File: config.mk
export PLATFORM = sky130hd
export DESIGN_NAME = weighted_tile_draw_without_replacement
export DESIGN_NICKNAME = d
export VERILOG_FILES = /design/src/rtl/wtd_pkg.sv /design/src/rtl/wtd_mod.sv /design/src/rtl/wtd_store.sv /design/src/rtl/weighted_tile_draw_without_replacement.sv
export SDC_FILE = /design/constraint.sdc
export NUM_CORES = 1
export LEC_CHECK = 0
export BUFFER_PORTS_ARGS = -buffer_cell sky130_fd_sc_hd__buf_2
export CORE_MARGIN = 10
export CORE_UTILIZATION = 33
export CTS_CLUSTER_SIZE = 40
export DETAILED_ROUTE_END_ITERATION = 8
export REMOVE_ABC_BUFFERS = 1
export SYNTH_ARGS = -nofsm -noshare
export SYNTH_HDL_FRONTEND = slang
export SYNTH_SLANG_ARGS = --single-unit
File: constraint.sdc
create_clock -name clk_i -period 4.1 [get_ports clk_i]
set_input_delay 0.205 -clock clk_i [delete_from_list [all_inputs] [get_ports clk_i]]
set_output_delay 0.205 -clock clk_i [all_outputs]
set_load 0.005 [all_outputs]
File: src/rtl/wtd_pkg.sv
// Shared types, constants and functions of the weighted tile draw block.
// No dependencies.
package wtd_pkg;

  localparam int unsigned NUM_SYMBOLS = 27;
  localparam int unsigned COUNT_BITS  = 5;
  localparam int unsigned RND_BITS    = 31;
  localparam int unsigned SYM_FIELD_BITS = 5;
  localparam int unsigned LEFT_BITS   = 10;
  localparam int unsigned TABLE_LEN   = 27;

  localparam logic [6:0] CODE_SPACE = 7'd32;
  localparam logic [6:0] CODE_BLANK = 7'd42;
  localparam logic [6:0] CODE_A     = 7'd65;

  localparam logic [3:0] BAG_INIT [TABLE_LEN] = '{
    4'd2,
    4'd9, 4'd2, 4'd2, 4'd4, 4'd12, 4'd2, 4'd3, 4'd2, 4'd9, 4'd1, 4'd1, 4'd4, 4'd2,
    4'd6, 4'd8, 4'd2, 4'd1, 4'd6, 4'd4, 4'd6, 4'd4, 4'd2, 4'd2, 4'd1, 4'd2, 4'd1
  };

  typedef struct packed {
    logic                      kind;
    logic [RND_BITS-1:0]       random_value;
    logic [SYM_FIELD_BITS-1:0] returned_symbol;
  } in_t;

  typedef struct packed {
    logic [6:0]           tile_code;
    logic                 pile_empty;
    logic [LEFT_BITS-1:0] tiles_left;
  } out_t;

  function automatic logic [7:0] init_count(input int unsigned idx,
                                            input int unsigned cnt_bits);
    logic [8:0] cmax;
    logic [7:0] v;
    cmax = 9'((1 << cnt_bits) - 1);
    v    = (idx < TABLE_LEN) ? 8'(BAG_INIT[idx]) : 8'd0;
    if (9'(v) > cmax) begin
      v = 8'(cmax);
    end
    return v;
  endfunction

  function automatic int unsigned init_total(input int unsigned num,
                                             input int unsigned cnt_bits);
    int unsigned sum;
    sum = 0;
    for (int unsigned k = 0; k < num; k++) begin
      sum += 32'(init_count(k, cnt_bits));
    end
    return sum;
  endfunction

  function automatic logic [6:0] code_of(input logic [7:0] sym);
    logic [6:0] c;
    if (sym == 8'd0) begin
      c = CODE_BLANK;
    end else begin
      c = 7'(8'(CODE_A) + sym - 8'd1);
    end
    return c;
  endfunction

endpackage

File: src/rtl/wtd_mod.sv
// Iterative restoring modulo unit: one dividend bit per cycle.
// Depends on wtd_pkg.
module wtd_mod #(
  parameter int unsigned TOTAL_BITS = 10
) (
  input  logic                          clk_i,
  input  logic                          rst_ni,
  input  logic                          start_i,
  input  logic [wtd_pkg::RND_BITS-1:0]  dividend_i,
  input  logic [TOTAL_BITS-1:0]         divisor_i,
  output logic                          done_o,
  output logic [TOTAL_BITS-1:0]         rem_o
);

  localparam int unsigned CNT_BITS = $clog2(wtd_pkg::RND_BITS);

  logic                         busy_q, done_q;
  logic [CNT_BITS-1:0]          cnt_q;
  logic [wtd_pkg::RND_BITS-1:0] dvd_q;
  logic [TOTAL_BITS-1:0]        div_q, rem_q;
  logic [TOTAL_BITS:0]          trial;

  assign trial = {rem_q, dvd_q[wtd_pkg::RND_BITS-1]};

  always_ff @(posedge clk_i or negedge rst_ni) begin
    if (!rst_ni) begin
      busy_q <= 1'b0;
      done_q <= 1'b0;
      cnt_q  <= '0;
    end else begin
      done_q <= 1'b0;
      if (start_i) begin
        busy_q <= 1'b1;
        cnt_q  <= CNT_BITS'(wtd_pkg::RND_BITS - 1);
      end else if (busy_q) begin
        cnt_q <= cnt_q - 1'b1;
        if (cnt_q == '0) begin
          busy_q <= 1'b0;
          done_q <= 1'b1;
        end
      end
    end
  end

  always_ff @(posedge clk_i) begin
    if (start_i) begin
      rem_q <= '0;
      dvd_q <= dividend_i;
      div_q <= divisor_i;
    end else if (busy_q) begin
      dvd_q <= {dvd_q[wtd_pkg::RND_BITS-2:0], 1'b0};
      if (trial >= {1'b0, div_q}) begin
        rem_q <= TOTAL_BITS'(trial - {1'b0, div_q});
      end else begin
        rem_q <= TOTAL_BITS'(trial);
      end
    end
  end

  assign done_o = done_q;
  assign rem_o  = rem_q;

endmodule

File: src/rtl/wtd_store.sv
// Count memory with registered read and per-entry valid bits.
// An entry never written reads as its bag reset value. Depends on wtd_pkg.
module wtd_store #(
  parameter int unsigned NUM_SYMBOLS = wtd_pkg::NUM_SYMBOLS,
  parameter int unsigned COUNT_BITS  = wtd_pkg::COUNT_BITS,
  parameter int unsigned SYM_BITS    = $clog2(NUM_SYMBOLS)
) (
  input  logic                  clk_i,
  input  logic                  rst_ni,
  input  logic                  rd_en_i,
  input  logic [SYM_BITS-1:0]   rd_addr_i,
  output logic [COUNT_BITS-1:0] rd_data_o,
  input  logic                  wr_en_i,
  input  logic [SYM_BITS-1:0]   wr_addr_i,
  input  logic [COUNT_BITS-1:0] wr_data_i
);

  logic [COUNT_BITS-1:0]  mem_q [NUM_SYMBOLS];
  logic [NUM_SYMBOLS-1:0] valid_q;
  logic                   rd_valid_q;
  logic [COUNT_BITS-1:0]  rd_mem_q, rd_init_q;

  always_ff @(posedge clk_i) begin
    if (wr_en_i) begin
      mem_q[wr_addr_i] <= wr_data_i;
    end
    if (rd_en_i) begin
      rd_mem_q   <= mem_q[rd_addr_i];
      rd_valid_q <= valid_q[rd_addr_i];
      rd_init_q  <= COUNT_BITS'(wtd_pkg::init_count(32'(rd_addr_i), COUNT_BITS));
    end
  end

  always_ff @(posedge clk_i or negedge rst_ni) begin
    if (!rst_ni) begin
      valid_q <= '0;
    end else if (wr_en_i) begin
      valid_q[wr_addr_i] <= 1'b1;
    end
  end

  assign rd_data_o = rd_valid_q ? rd_mem_q : rd_init_q;

endmodule

File: src/rtl/weighted_tile_draw_without_replacement.sv
// A draw runs the restoring modulo unit on the random value, then walks the count
// memory one count per cycle to the hit symbol and decrements it; a give-back then
// increments the returned count. An empty pile skips the modulo unit and the walk.
// One transaction in flight; the next is taken the cycle after the result is
// registered. Reset restores the bag distribution through per-entry valid bits
// and clears all control state at once; no clearing pass.
module weighted_tile_draw_without_replacement #(
  parameter int unsigned NUM_SYMBOLS = wtd_pkg::NUM_SYMBOLS,
  parameter int unsigned COUNT_BITS  = wtd_pkg::COUNT_BITS
) (
  input  logic          clk_i,
  input  logic          rst_ni,
  input  logic          in_valid_i,
  output logic          in_stall_o,
  input  wtd_pkg::in_t  in_data_i,
  output logic          out_valid_o,
  input  logic          out_stall_i,
  output wtd_pkg::out_t out_data_o
);

  localparam int unsigned SYM_BITS   = $clog2(NUM_SYMBOLS);
  localparam int unsigned PTR_BITS   = $clog2(NUM_SYMBOLS + 1);
  localparam int unsigned TOTAL_BITS = $clog2(NUM_SYMBOLS * ((1 << COUNT_BITS) - 1) + 1);
  localparam logic [TOTAL_BITS-1:0] TOTAL_INIT =
    TOTAL_BITS'(wtd_pkg::init_total(NUM_SYMBOLS, COUNT_BITS));
  localparam logic [COUNT_BITS-1:0] COUNT_MAX = '1;

  typedef enum logic [6:0] {
    ST_IDLE  = 7'b0000001,
    ST_MOD   = 7'b0000010,
    ST_WALK  = 7'b0000100,
    ST_DEC   = 7'b0001000,
    ST_GIVE  = 7'b0010000,
    ST_GWAIT = 7'b0100000,
    ST_FIN   = 7'b1000000
  } state_e;

  state_e state_q, state_d;
  logic [TOTAL_BITS-1:0] total_q, total_d, idx_q, idx_d;
  logic [PTR_BITS-1:0] ptr_q, ptr_d;
  logic pend_q, pend_d, kind_q, kind_d, empty_q, empty_d;
  logic out_valid_q, out_valid_d;
  logic [wtd_pkg::SYM_FIELD_BITS-1:0] ret_q, ret_d;
  logic [SYM_BITS-1:0] last_q, last_d, hit_sym_q, hit_sym_d;
  logic [COUNT_BITS-1:0] hit_cnt_q, hit_cnt_d;
  logic [6:0] code_q, code_d;
  wtd_pkg::out_t out_q, out_d;

  logic accept, mod_start, mod_done, give_ok, in_give_ok;
  logic [TOTAL_BITS-1:0] rem, cnt_ext;
  logic rd_en, wr_en;
  logic [SYM_BITS-1:0] rd_addr, wr_addr;
  logic [COUNT_BITS-1:0] rd_data, wr_data;

  assign in_stall_o = (state_q != ST_IDLE);
  assign accept     = in_valid_i && !in_stall_o;
  assign mod_start  = accept && (total_q != '0);
  assign give_ok    = kind_q && (32'(ret_q) < NUM_SYMBOLS);
  assign in_give_ok = in_data_i.kind && (32'(in_data_i.returned_symbol) < NUM_SYMBOLS);
  assign cnt_ext    = TOTAL_BITS'(rd_data);

  wtd_mod #(
    .TOTAL_BITS(TOTAL_BITS)
  ) u_mod (
    .clk_i      (clk_i),
    .rst_ni     (rst_ni),
    .start_i    (mod_start),
    .dividend_i (in_data_i.random_value),
    .divisor_i  (total_q),
    .done_o     (mod_done),
    .rem_o      (rem)
  );

  wtd_store #(
    .NUM_SYMBOLS(NUM_SYMBOLS),
    .COUNT_BITS (COUNT_BITS),
    .SYM_BITS   (SYM_BITS)
  ) u_store (
    .clk_i     (clk_i),
    .rst_ni    (rst_ni),
    .rd_en_i   (rd_en),
    .rd_addr_i (rd_addr),
    .rd_data_o (rd_data),
    .wr_en_i   (wr_en),
    .wr_addr_i (wr_addr),
    .wr_data_i (wr_data)
  );

  always_comb begin
    state_d     = state_q;
    total_d     = total_q;
    idx_d       = idx_q;
    ptr_d       = ptr_q;
    pend_d      = pend_q;
    kind_d      = kind_q;
    ret_d       = ret_q;
    last_d      = last_q;
    hit_sym_d   = hit_sym_q;
    hit_cnt_d   = hit_cnt_q;
    code_d      = code_q;
    empty_d     = empty_q;
    out_d       = out_q;
    out_valid_d = out_valid_q && out_stall_i;
    rd_en       = 1'b0;
    rd_addr     = ptr_q[SYM_BITS-1:0];
    wr_en       = 1'b0;
    wr_addr     = hit_sym_q;
    wr_data     = hit_cnt_q - 1'b1;
    case (state_q)
      ST_IDLE: begin
        if (accept) begin
          kind_d = in_data_i.kind;
          ret_d  = in_data_i.returned_symbol;
          if (total_q == '0) begin
            code_d  = wtd_pkg::CODE_SPACE;
            empty_d = 1'b1;
            state_d = in_give_ok ? ST_GIVE : ST_FIN;
          end else begin
            state_d = ST_MOD;
          end
        end
      end
      ST_MOD: begin
        if (mod_done) begin
          idx_d   = rem;
          ptr_d   = '0;
          pend_d  = 1'b0;
          state_d = ST_WALK;
        end
      end
      ST_WALK: begin
        rd_en  = (32'(ptr_q) < NUM_SYMBOLS);
        pend_d = rd_en;
        if (rd_en) begin
          ptr_d  = ptr_q + 1'b1;
          last_d = ptr_q[SYM_BITS-1:0];
        end
        if (pend_q) begin
          if (idx_q < cnt_ext) begin
            hit_sym_d = last_q;
            hit_cnt_d = rd_data;
            pend_d    = 1'b0;
            state_d   = ST_DEC;
          end else begin
            idx_d = idx_q - cnt_ext;
          end
        end
      end
      ST_DEC: begin
        wr_en   = 1'b1;
        total_d = total_q - 1'b1;
        code_d  = wtd_pkg::code_of(8'(hit_sym_q));
        empty_d = 1'b0;
        state_d = give_ok ? ST_GIVE : ST_FIN;
      end
      ST_GIVE: begin
        rd_en   = 1'b1;
        rd_addr = SYM_BITS'(ret_q);
        state_d = ST_GWAIT;
      end
      ST_GWAIT: begin
        wr_addr = SYM_BITS'(ret_q);
        wr_data = rd_data + 1'b1;
        if (rd_data != COUNT_MAX) begin
          wr_en   = 1'b1;
          total_d = total_q + 1'b1;
        end
        state_d = ST_FIN;
      end
      ST_FIN: begin
        if (!out_valid_q || !out_stall_i) begin
          out_d.tile_code  = code_q;
          out_d.pile_empty = empty_q;
          out_d.tiles_left = wtd_pkg::LEFT_BITS'(total_q);
          out_valid_d      = 1'b1;
          state_d          = ST_IDLE;
        end
      end
      default: begin
        state_d = ST_IDLE;
      end
    endcase
  end

  always_ff @(posedge clk_i or negedge rst_ni) begin
    if (!rst_ni) begin
      state_q     <= ST_IDLE;
      total_q     <= TOTAL_INIT;
      pend_q      <= 1'b0;
      out_valid_q <= 1'b0;
    end else begin
      state_q     <= state_d;
      total_q     <= total_d;
      pend_q      <= pend_d;
      out_valid_q <= out_valid_d;
    end
  end

  always_ff @(posedge clk_i) begin
    idx_q     <= idx_d;
    ptr_q     <= ptr_d;
    kind_q    <= kind_d;
    ret_q     <= ret_d;
    last_q    <= last_d;
    hit_sym_q <= hit_sym_d;
    hit_cnt_q <= hit_cnt_d;
    code_q    <= code_d;
    empty_q   <= empty_d;
    out_q     <= out_d;
  end

  assign out_valid_o = out_valid_q;
  assign out_data_o  = out_q;

endmodule

==> results.md, run 1 <==
Pwr:
- The analysis attributes to cell leakage a power of 6.536 nW.
- Power spread over the standard cell area amounts to between 500 and 600 nW/um^2.
- Across the VDD grid, the largest voltage drop is 0.0003536 V.

Synthesis:
- Sorting the synthesized cells by area gives the leading types as sky130_fd_sc_hd__edfxtp_1 (53%), sky130_fd_sc_hd__dfrtp_1 (8.7%), sky130_fd_sc_hd__nand2_1 (5.3%), sky130_fd_sc_hd__mux2i_1 (4.3%), sky130_fd_sc_hd__ha_1 (3.1%).
- After synthesis, the mean cell area works out to 12.15 um^2.
- The portion of synthesized cell area occupied by the leading cell type is 52.63%.
- The share of synthesized registers carrying an async set or reset is between 10% and 20%.
- The simple-gate share of the synthesized area is 14.79%.
- sky130_fd_sc_hd__edfxtp_1 takes more of the synthesized area than any other cell.
- The complex-gate fraction of the synthesized area is between 8 and 9%.
- The post-synthesis share of cell area spent on full adders, half adders and majority gates is around 3.5%.
- After synthesis, the most frequently instantiated cells are sky130_fd_sc_hd__edfxtp_1 (248), sky130_fd_sc_hd__nand2_1 (201), sky130_fd_sc_hd__nor2_1 (85), sky130_fd_sc_hd__mux2i_1 (61), sky130_fd_sc_hd__dfrtp_1 (49).
- The top flip-flop cell by instance count after synthesis is sky130_fd_sc_hd__edfxtp_1.
- The number of flops mapped to enable cells by yosys is 248.
- After synthesis the cells add up to between 10000 and 15000 um^2.
- For this run, the number of Yosys warnings is 0.
- The synthesized netlist cell count is 1165.
- The cell with the most instances after synthesis is sky130_fd_sc_hd__edfxtp_1.
- Summing the sequential cell areas from Yosys gives 63.45% of the chip area.
- The synthesized netlist devotes 1.981% of its cell area to XOR and XNOR gates.
- The register bit count reported by yosys is between 300 and 400.
- The fraction of synthesized area in multiplexers is 4.633%.
- After synthesis, the largest family of logic cells by area is simple AND/OR/NAND/NOR gates.
- The post-synthesis cell type count is roughly 70.

Clocking:
- In this run the number of H-tree levels came out at 2.
- The longest clock path from root to sink contains 3 buffers.
- The number of clock buffers inserted by TritonCTS is 34.
- The root cell of the clock tree is sky130_fd_sc_hd__clkbuf_16.
- The post-CTS repair timing setup buffer count is 0.
- The number of clock sinks seen by CTS is roughly 310.
- The worst-skew pair later-pin latency is 540 ps.
- The TritonCTS clock tree is built.
- Clock-pin slew was measured on the worst setup and hold paths at roughly 60 ps.

Detailed routing:
- The post-route DRC violation count is 0.
- The total number of vias is 9322.
- After detailed routing, the average wire length per cell comes to 18.09 um.
- The met2 wire length is 16.13 mm.
- The detailed router finished its first iteration with around 760 violations.
- The via-per-instance ratio is 5.036.
- The count of nets left with antenna violations once routing finished came out at 0.
- The final wirelength is 33.48 mm.
- For this block, wires on met1 add up to 15.11 mm.
- Signal routing reaches up to met4.
- The detailed-routing iteration count for the pre-antenna-repair pass is 5.
- Wire segments on met3 add up to about 1.5 mm in the final route.

STA:
- The final period utilization is 81.70%.
- The total count of hold-check failures in the final report was 0.
- In this run the tightest slew margin relative to its limit is between 20 and 30%.
- For this run, the top clock speed supported by timing is 298.5 MHz.
- The final total negative setup slack is 0 ps.
- Setup violations remaining at the end of the flow were counted as 0.
- At the pin with the least slew margin, the transition time is 1091 ps.
- For the final database, setup skew stands at 22.46 ps.
- The number of max-slew violations in the final report is 0.
- Setup repair after global routing left no endpoint under its margin.
- The shortest period the worst path allows is 3350 ps.

Floorplan:
- The count of boundary I/O pins is 61.
- The total die area is 51570 um^2.
- In this run the core area contains 75 standard-cell rows.
- The initial standard-cell utilization of the core is approximately a third.
- The core box area is 42130 um^2.
- In this run the vertical extent of the chip is between 200 and 250 um.
- The horizontal die dimension is 227.1 um.

Critical path:
- The maximum fanout along the worst path is 12.
- The type of the worst setup path is reg2reg.
- Across all register-to-register paths, the minimum setup slack is 750 ps.
- The kind of launch point of the worst setup path is a register.
- The kind of end point of the critical path is a register.
- The critical path required time is about 4500 ps.
- Data on the critical path arrives at its endpoint at between 3000 and 4000 ps.
- Measured in cells, the most critical reg-to-reg path has a length of 12.
- The worst register-to-register path begins at state_q[6].
- The terminus of the critical flop-to-flop path is total_q[8].

Worst hold path:
- The terminating pin of the worst hold path is ret_q[3].
- The cell depth of the worst min-delay path is 2.
- The class of the tightest hold or removal check is in2reg.
- The launch instance of the worst min-delay path is in_data_i[3].

Placement:
- The instance area after placement is 15140 um^2.
- The final weighted congestion in routability-driven placement is 0.8589.
- Summed over all nets, the half-perimeter wirelength after detailed placement is 22.80 mm.
- The number of placed cells counting well taps is ~1700.
- Input and output buffers added on the ports amount to 60.

Global routing:
- The via count of the first global-routing pass was 9359.
- The total global routing track utilization is a little over an eighth.
- The initial antenna violation count is 0.
- For this run the aggregate overflow at the end of global routing stands at 0.
- The first global-routing pass estimated 53.26 mm of wire.
- Entering global routing, the biggest net connects 54 pins.

Final layout:
- The final net count is between 1000 and 1500.
- The number of antenna diodes in the final layout is 0.
- The count of placed standard cells in the final layout, fillers left out is 1851.
- Relative to the synthesized area, the layout overhead comes to 17.41%.
- The fraction of final layout cells with drive strength greater than 1 is 15.40%.
- Once layout is done, the placed cells without fillers occupy 16610 um^2.

Job:
- The max-capacitance violation count is 0.

Outcome:
- The flow ran to the end, and the final reports show no timing, DRC or antenna violations.
-- worst max path at each step --
stage	from	to	depth (start not counted)
after global placement	state_q[6]	u_store.mem_q[3][3]	7
after global routing	state_q[2]	total_q[8]	12
final	state_q[6]	total_q[8]	12
after CTS	state_q[6]	total_q[8]	12
after detailed placement	state_q[6]	total_q[8]	12
after floorplan	state_q[6]	u_mod.dvd_q[0]	5
-- placed cells by master, fill, tap and decap left out, types with 15 or more instances in the layout --
master / instances
sky130_fd_sc_hd__nand3_1: 31
sky130_fd_sc_hd__clkbuf_16: 34
sky130_fd_sc_hd__mux2i_1: 61
sky130_fd_sc_hd__a32oi_1: 15
sky130_fd_sc_hd__inv_1: 44
sky130_fd_sc_hd__o21ai_0: 38
sky130_fd_sc_hd__buf_2: 60
sky130_fd_sc_hd__or2_2: 26
sky130_fd_sc_hd__ha_1: 35
sky130_fd_sc_hd__buf_4: 27
sky130_fd_sc_hd__xnor2_1: 20
sky130_fd_sc_hd__nand2_1: 200
sky130_fd_sc_hd__nor3_1: 26
sky130_fd_sc_hd__nor2_1: 85
sky130_fd_sc_hd__dlygate4sd3_1: 40
sky130_fd_sc_hd__dfrtp_1: 49
sky130_fd_sc_hd__a21oi_1: 34
sky130_fd_sc_hd__edfxtp_1: 248
-- per-stage QoR --
stage               total power, mW  worst slack, ps  utilization, %  hold WS, ps
detailed placement            6.205            821.6           35.93        397.9
floorplan                     5.644            367.2               -       -90.59
CTS                           9.217            787.1           39.43        369.8
global route                  9.658            496.5           39.43        381.5
finish                        9.140            750.4           39.43        390.6
global placement              6.149            810.8           35.93        399.1
-- layer usage --
| layer | up-vias | GRT usage [%] |
|---|---|---|
| met1 | 4535 | 17.47 |
| met3 | 57 | 1.995 |
| met2 | 233 | 21.69 |
| li1 | 4497 | - |
| met4 | 0 | 4.020 |
| met5 | - | 0 |
-- power by group --
group          internal [mW]  switching [mW]  total (mW)
Clock                   1.70            1.26        2.96
Sequential              3.87           0.266        4.14
Combinational          0.867            1.17        2.04
-- kinds of logic (layout without fill, tap and decap cells) --
group,after synthesis,count (layout)
buf+inv,92,239
xor+xnor,32,32
fa+ha+maj,38,38
compound gates,180,180
mux,64,64
flops,311,311
simple gates,448,448
-- final cells by class --
type | count | area [um^2]
multi-input cells | 762 | 4777
clock inverters | 17 | 172.7
repair buffers | 128 | 923.4
flip-flops and latches | 311 | 8979
clock buffers | 45 | 902.1
fillers | 3927 | 25520
inverters | 49 | 186.4
well taps | 539 | 674.4
-- registers in the layout, summed over array words and instances, names as in the netlist, 7 cells and up --
| signal | flops |
|---|---|
| u_store.mem_q | 135 |
| idx_q | 10 |
| out_data_o | 18 |
| state_q | 7 |
| u_mod.div_q | 10 |
| u_store.valid_q | 27 |
| u_mod.dvd_q | 31 |
| code_q | 7 |
| u_mod.rem_o | 10 |
| total_q | 10 |
-- worst max-delay path, stage by stage (launching register included) --
cell                       delay (ps)
sky130_fd_sc_hd__dfrtp_1          420
sky130_fd_sc_hd__nor3_2           180
sky130_fd_sc_hd__buf_4            200
sky130_fd_sc_hd__nand4b_1         390
sky130_fd_sc_hd__buf_4            330
sky130_fd_sc_hd__ha_1             330
sky130_fd_sc_hd__nor2b_1          150
sky130_fd_sc_hd__o21ai_0          250
sky130_fd_sc_hd__a21boi_0         200
sky130_fd_sc_hd__o21ai_0          260
sky130_fd_sc_hd__a211oi_1         130
sky130_fd_sc_hd__o21a_1           190
sky130_fd_sc_hd__o31ai_1          230
-- timing repair --
| item | 4_1_cts | 5_1_grt |
|---|---|---|
| gates resized for setup | 0 | 0 |
| hold buffers | 40 | 0 |
| hold endpoints to repair | 88 | 0 |
| endpoints found under the setup margin | 0 | 0 |
No activity file was read; power rests on OpenSTA's default activity.
==> run 2, diff against run 1 <==
Clock period 4.1 ns to 3.46 ns, I/O delays scaled along.
==> run 2 against run 1 <==
  * Setup slack got worse by 530 ps
  * Utilization is 0.25 points higher
  * Power is 19% higher
  * Critical path type unchanged
  * Highest routed layer unchanged
==> results.md, run 2 (same netlist as run 1, synthesis figures left out) <==
Critical path:
- Walking the worst path, the cells encountered are mux2i_1, inv_1, ha_1, and3_1, ha_1, o21ai_2, o21ai_1, nor2_1.
- Of all nets on the critical path, the largest fanout is 8.
- The category of cells accounting for the largest share of critical-path delay is simple AND/OR/NAND/NOR gates.
- The largest incremental delay on the critical path is 560 ps.
- By instance count, the cell type seen most on the critical path is sky130_fd_sc_hd__ha_1.
- The launching point of the worst reg2reg path is u_store.rd_valid_q.
- The slowest library cell on the worst path is sky130_fd_sc_hd__nor2_1.
- The critical path required time is 3620 ps.
- The logic depth of the worst setup path including buffers is 8.
- The kind of end point of the critical path is a register.
- At the worst endpoint, the arrival time is 3390 ps.
- The terminus of the critical flop-to-flop path is u_store.mem_q[22][0].
- In this run the worst setup path terminates at u_store.mem_q[22][0].
- The most critical setup path has its startpoint at u_store.rd_valid_q.
- STA classifies the critical path startpoint as a register.
- The setup slack on the worst flop-to-flop path is between 200 and 250 ps.
- The number of buffer and inverter instances along the worst setup path is 1.
- The number of cells on the worst reg-to-reg path is 8.
- The type of the worst setup path is reg2reg.

Clocking:
- The number of setup buffers added after CTS is 0.
- After clock tree synthesis, the clock-pin slew on the worst setup and hold paths is 60 ps.
- TritonCTS built the clock tree.
- In this run the deepest clock path goes through 3 buffers.
- CTS built an H-tree with a depth of 2.
- The tree is rooted in a sky130_fd_sc_hd__clkbuf_16.
- For the worst-skew pair, the clock arrives at the later sink with an insertion delay of 520 ps.
- Counting the buffers created by CTS gives 34.
- The number of clock sinks seen by CTS is 311.

Floorplan:
- The floorplan die height is 227.1 um.
- The die covers 51570 um^2.
- 61 I/O pins were placed.
- The floorplan has 75 rows.
- For this configuration, the core starts out at a cell density of 33.59%.
- The die is 227.1 um wide.
- The core box area is 42130 um^2.

Final layout:
- The layout-stage area growth over the synthesis result is 18.16%.
- The register with the most flip-flops in the layout has 135 of them.
- Leaving out fill and tap cells, the most frequent cell in the layout is sky130_fd_sc_hd__edfxtp_1.
- The largest registers in the layout are u_store.mem_q (135), u_mod.dvd_q (31), u_store.valid_q (27).
- The fraction of final layout cells with drive strength greater than 1 is around 16%.
- u_store.mem_q holds more flip-flops than any other register.
- The final net count is 1375.
- Leaving out fill and tap cells, the most frequent cells in the layout are sky130_fd_sc_hd__edfxtp_1 (248), sky130_fd_sc_hd__nand2_1 (200), sky130_fd_sc_hd__nor2_1 (85).
- The repair_antennas step left the layout with diodes totalling 0.

Global routing:
- The via count of the first global-routing pass is 9438.
- The first-pass GRT wire length is 53.68 mm.
- Entering global routing, the biggest net connects 40 pins.
- The total global routing track utilization is 13.24%.
- The total grt overflow is 0.
- The initial antenna violation count came to 0.

Pwr:
- The leakage power total is 6.606 nW.
- The worst-case vdd ir drop is 0.0004112 V.
- Power spread over the standard cell area amounts to 649.6 nW/um^2.

Detailed routing:
- In the routed design, unresolved DRC markers number 0.
- The detailed-routing iteration count for the pre-antenna-repair pass is 5.
- Dividing the detail-routed via count by the number of cells gives around 5.1.
- The remaining antenna violation count is 0.
- The violation count after the first detailed-routing iteration is between 600 and 700.
- Dividing the detail-routed wire length by the instance count gives roughly 18 um.
- The total number of vias is between 9000 and 10000.
- Wires add up to around 34 mm.

Job:
- Max-cap violations in this run came to 0.

STA:
- Subtracting the final worst setup slack from the clock period gives 3235 ps.
- Setup repair after global routing could not meet its margin everywhere.
- The final period utilization is 93.51%.
- The number of max-slew violations in the final report is 0.
- The highest clock rate is 309.1 MHz.
- The total of endpoints with negative setup slack in the final report is 0.
- The actual slew at the worst max-slew pin is 1314 ps.
- The total count of hold-check failures in the final report came to 0.
- The clock arrives with 11.17 ps of skew.
- The worst pin sits at a relative slew slack of 12.37%.
- The worst hold slack is 332.9 ps.
- The final total negative setup slack is 0 ps.

Placement:
- Routability-driven placement finished with a final weighted congestion of 0.8643.
- The post-DP HPWL is about 23 mm.
- The number of port buffers is 60.

Outcome:
- The flow ran to the end, and the final reports show no timing, DRC or antenna violations.

Worst hold path:
- The class of the tightest hold or removal check is in2async.
run 2: worst min path at each step:
stage / startpoint / endpoint / slack (ps) / cells after the start
detailed placement: rst_ni / out_valid_o / 350 / 1
global route: in_data_i[36] / kind_q / 380 / 2
floorplan: rst_ni / out_valid_o / -120 / 0
CTS: rst_ni / out_valid_o / 360 / 2
finish: rst_ni / total_q[3] / 330 / 2
global placement: rst_ni / out_valid_o / 350 / 1
run 2: layer usage:
layer  up-vias  global-route usage, %  share of wire, %
met5         -                      0                 0
met4         0                  4.299               2.3
met3        57                  1.763               4.0
met2       230                  21.68                48
met1      4599                  17.85                46
li1       4508                      -                 -
run 2: per-stage QoR:
step                setup slack (ps)  util (%)  std cells  cell area [um^2]  power, mW
detailed placement             236.8     36.11       1759             15210      7.346
global placement               275.3     36.11       1759             15210      7.277
floorplan                     -272.8         -       1122             13920      6.688
global route                  -4.928     39.69       1860             16720      11.50
CTS                            207.7     39.68       1860             16720      10.96
finish                         224.7     39.69       1860             16720      10.86
run 2: area by class of cell:
class	instances	area, um^2
multi-input cells	762	4781
flip-flops and latches	311	8979
fillers	3944	25410
clock inverters	14	131.4
clock buffers	47	970.9
repair buffers	138	998.5
inverters	49	186.4
well taps	539	674.4
run 2: power by group:
| part | leakage (nW) | total, mW | internal, mW | switching, mW |
|---|---|---|---|---|
| Sequential | 3.09 | 4.91 | 4.59 | 0.316 |
| Clock | 0.533 | 3.55 | 2.12 | 1.43 |
| Combinational | 2.99 | 2.41 | 1.03 | 1.38 |
run 2: repair_timing:
| item | CTS | global route |
|---|---|---|
| hold endpoints to repair | 73 | 0 |
| setup endpoints to repair | 0 | 1 |
| gates resized for setup | 0 | 1 |
| hold buffers | 40 | 0 |
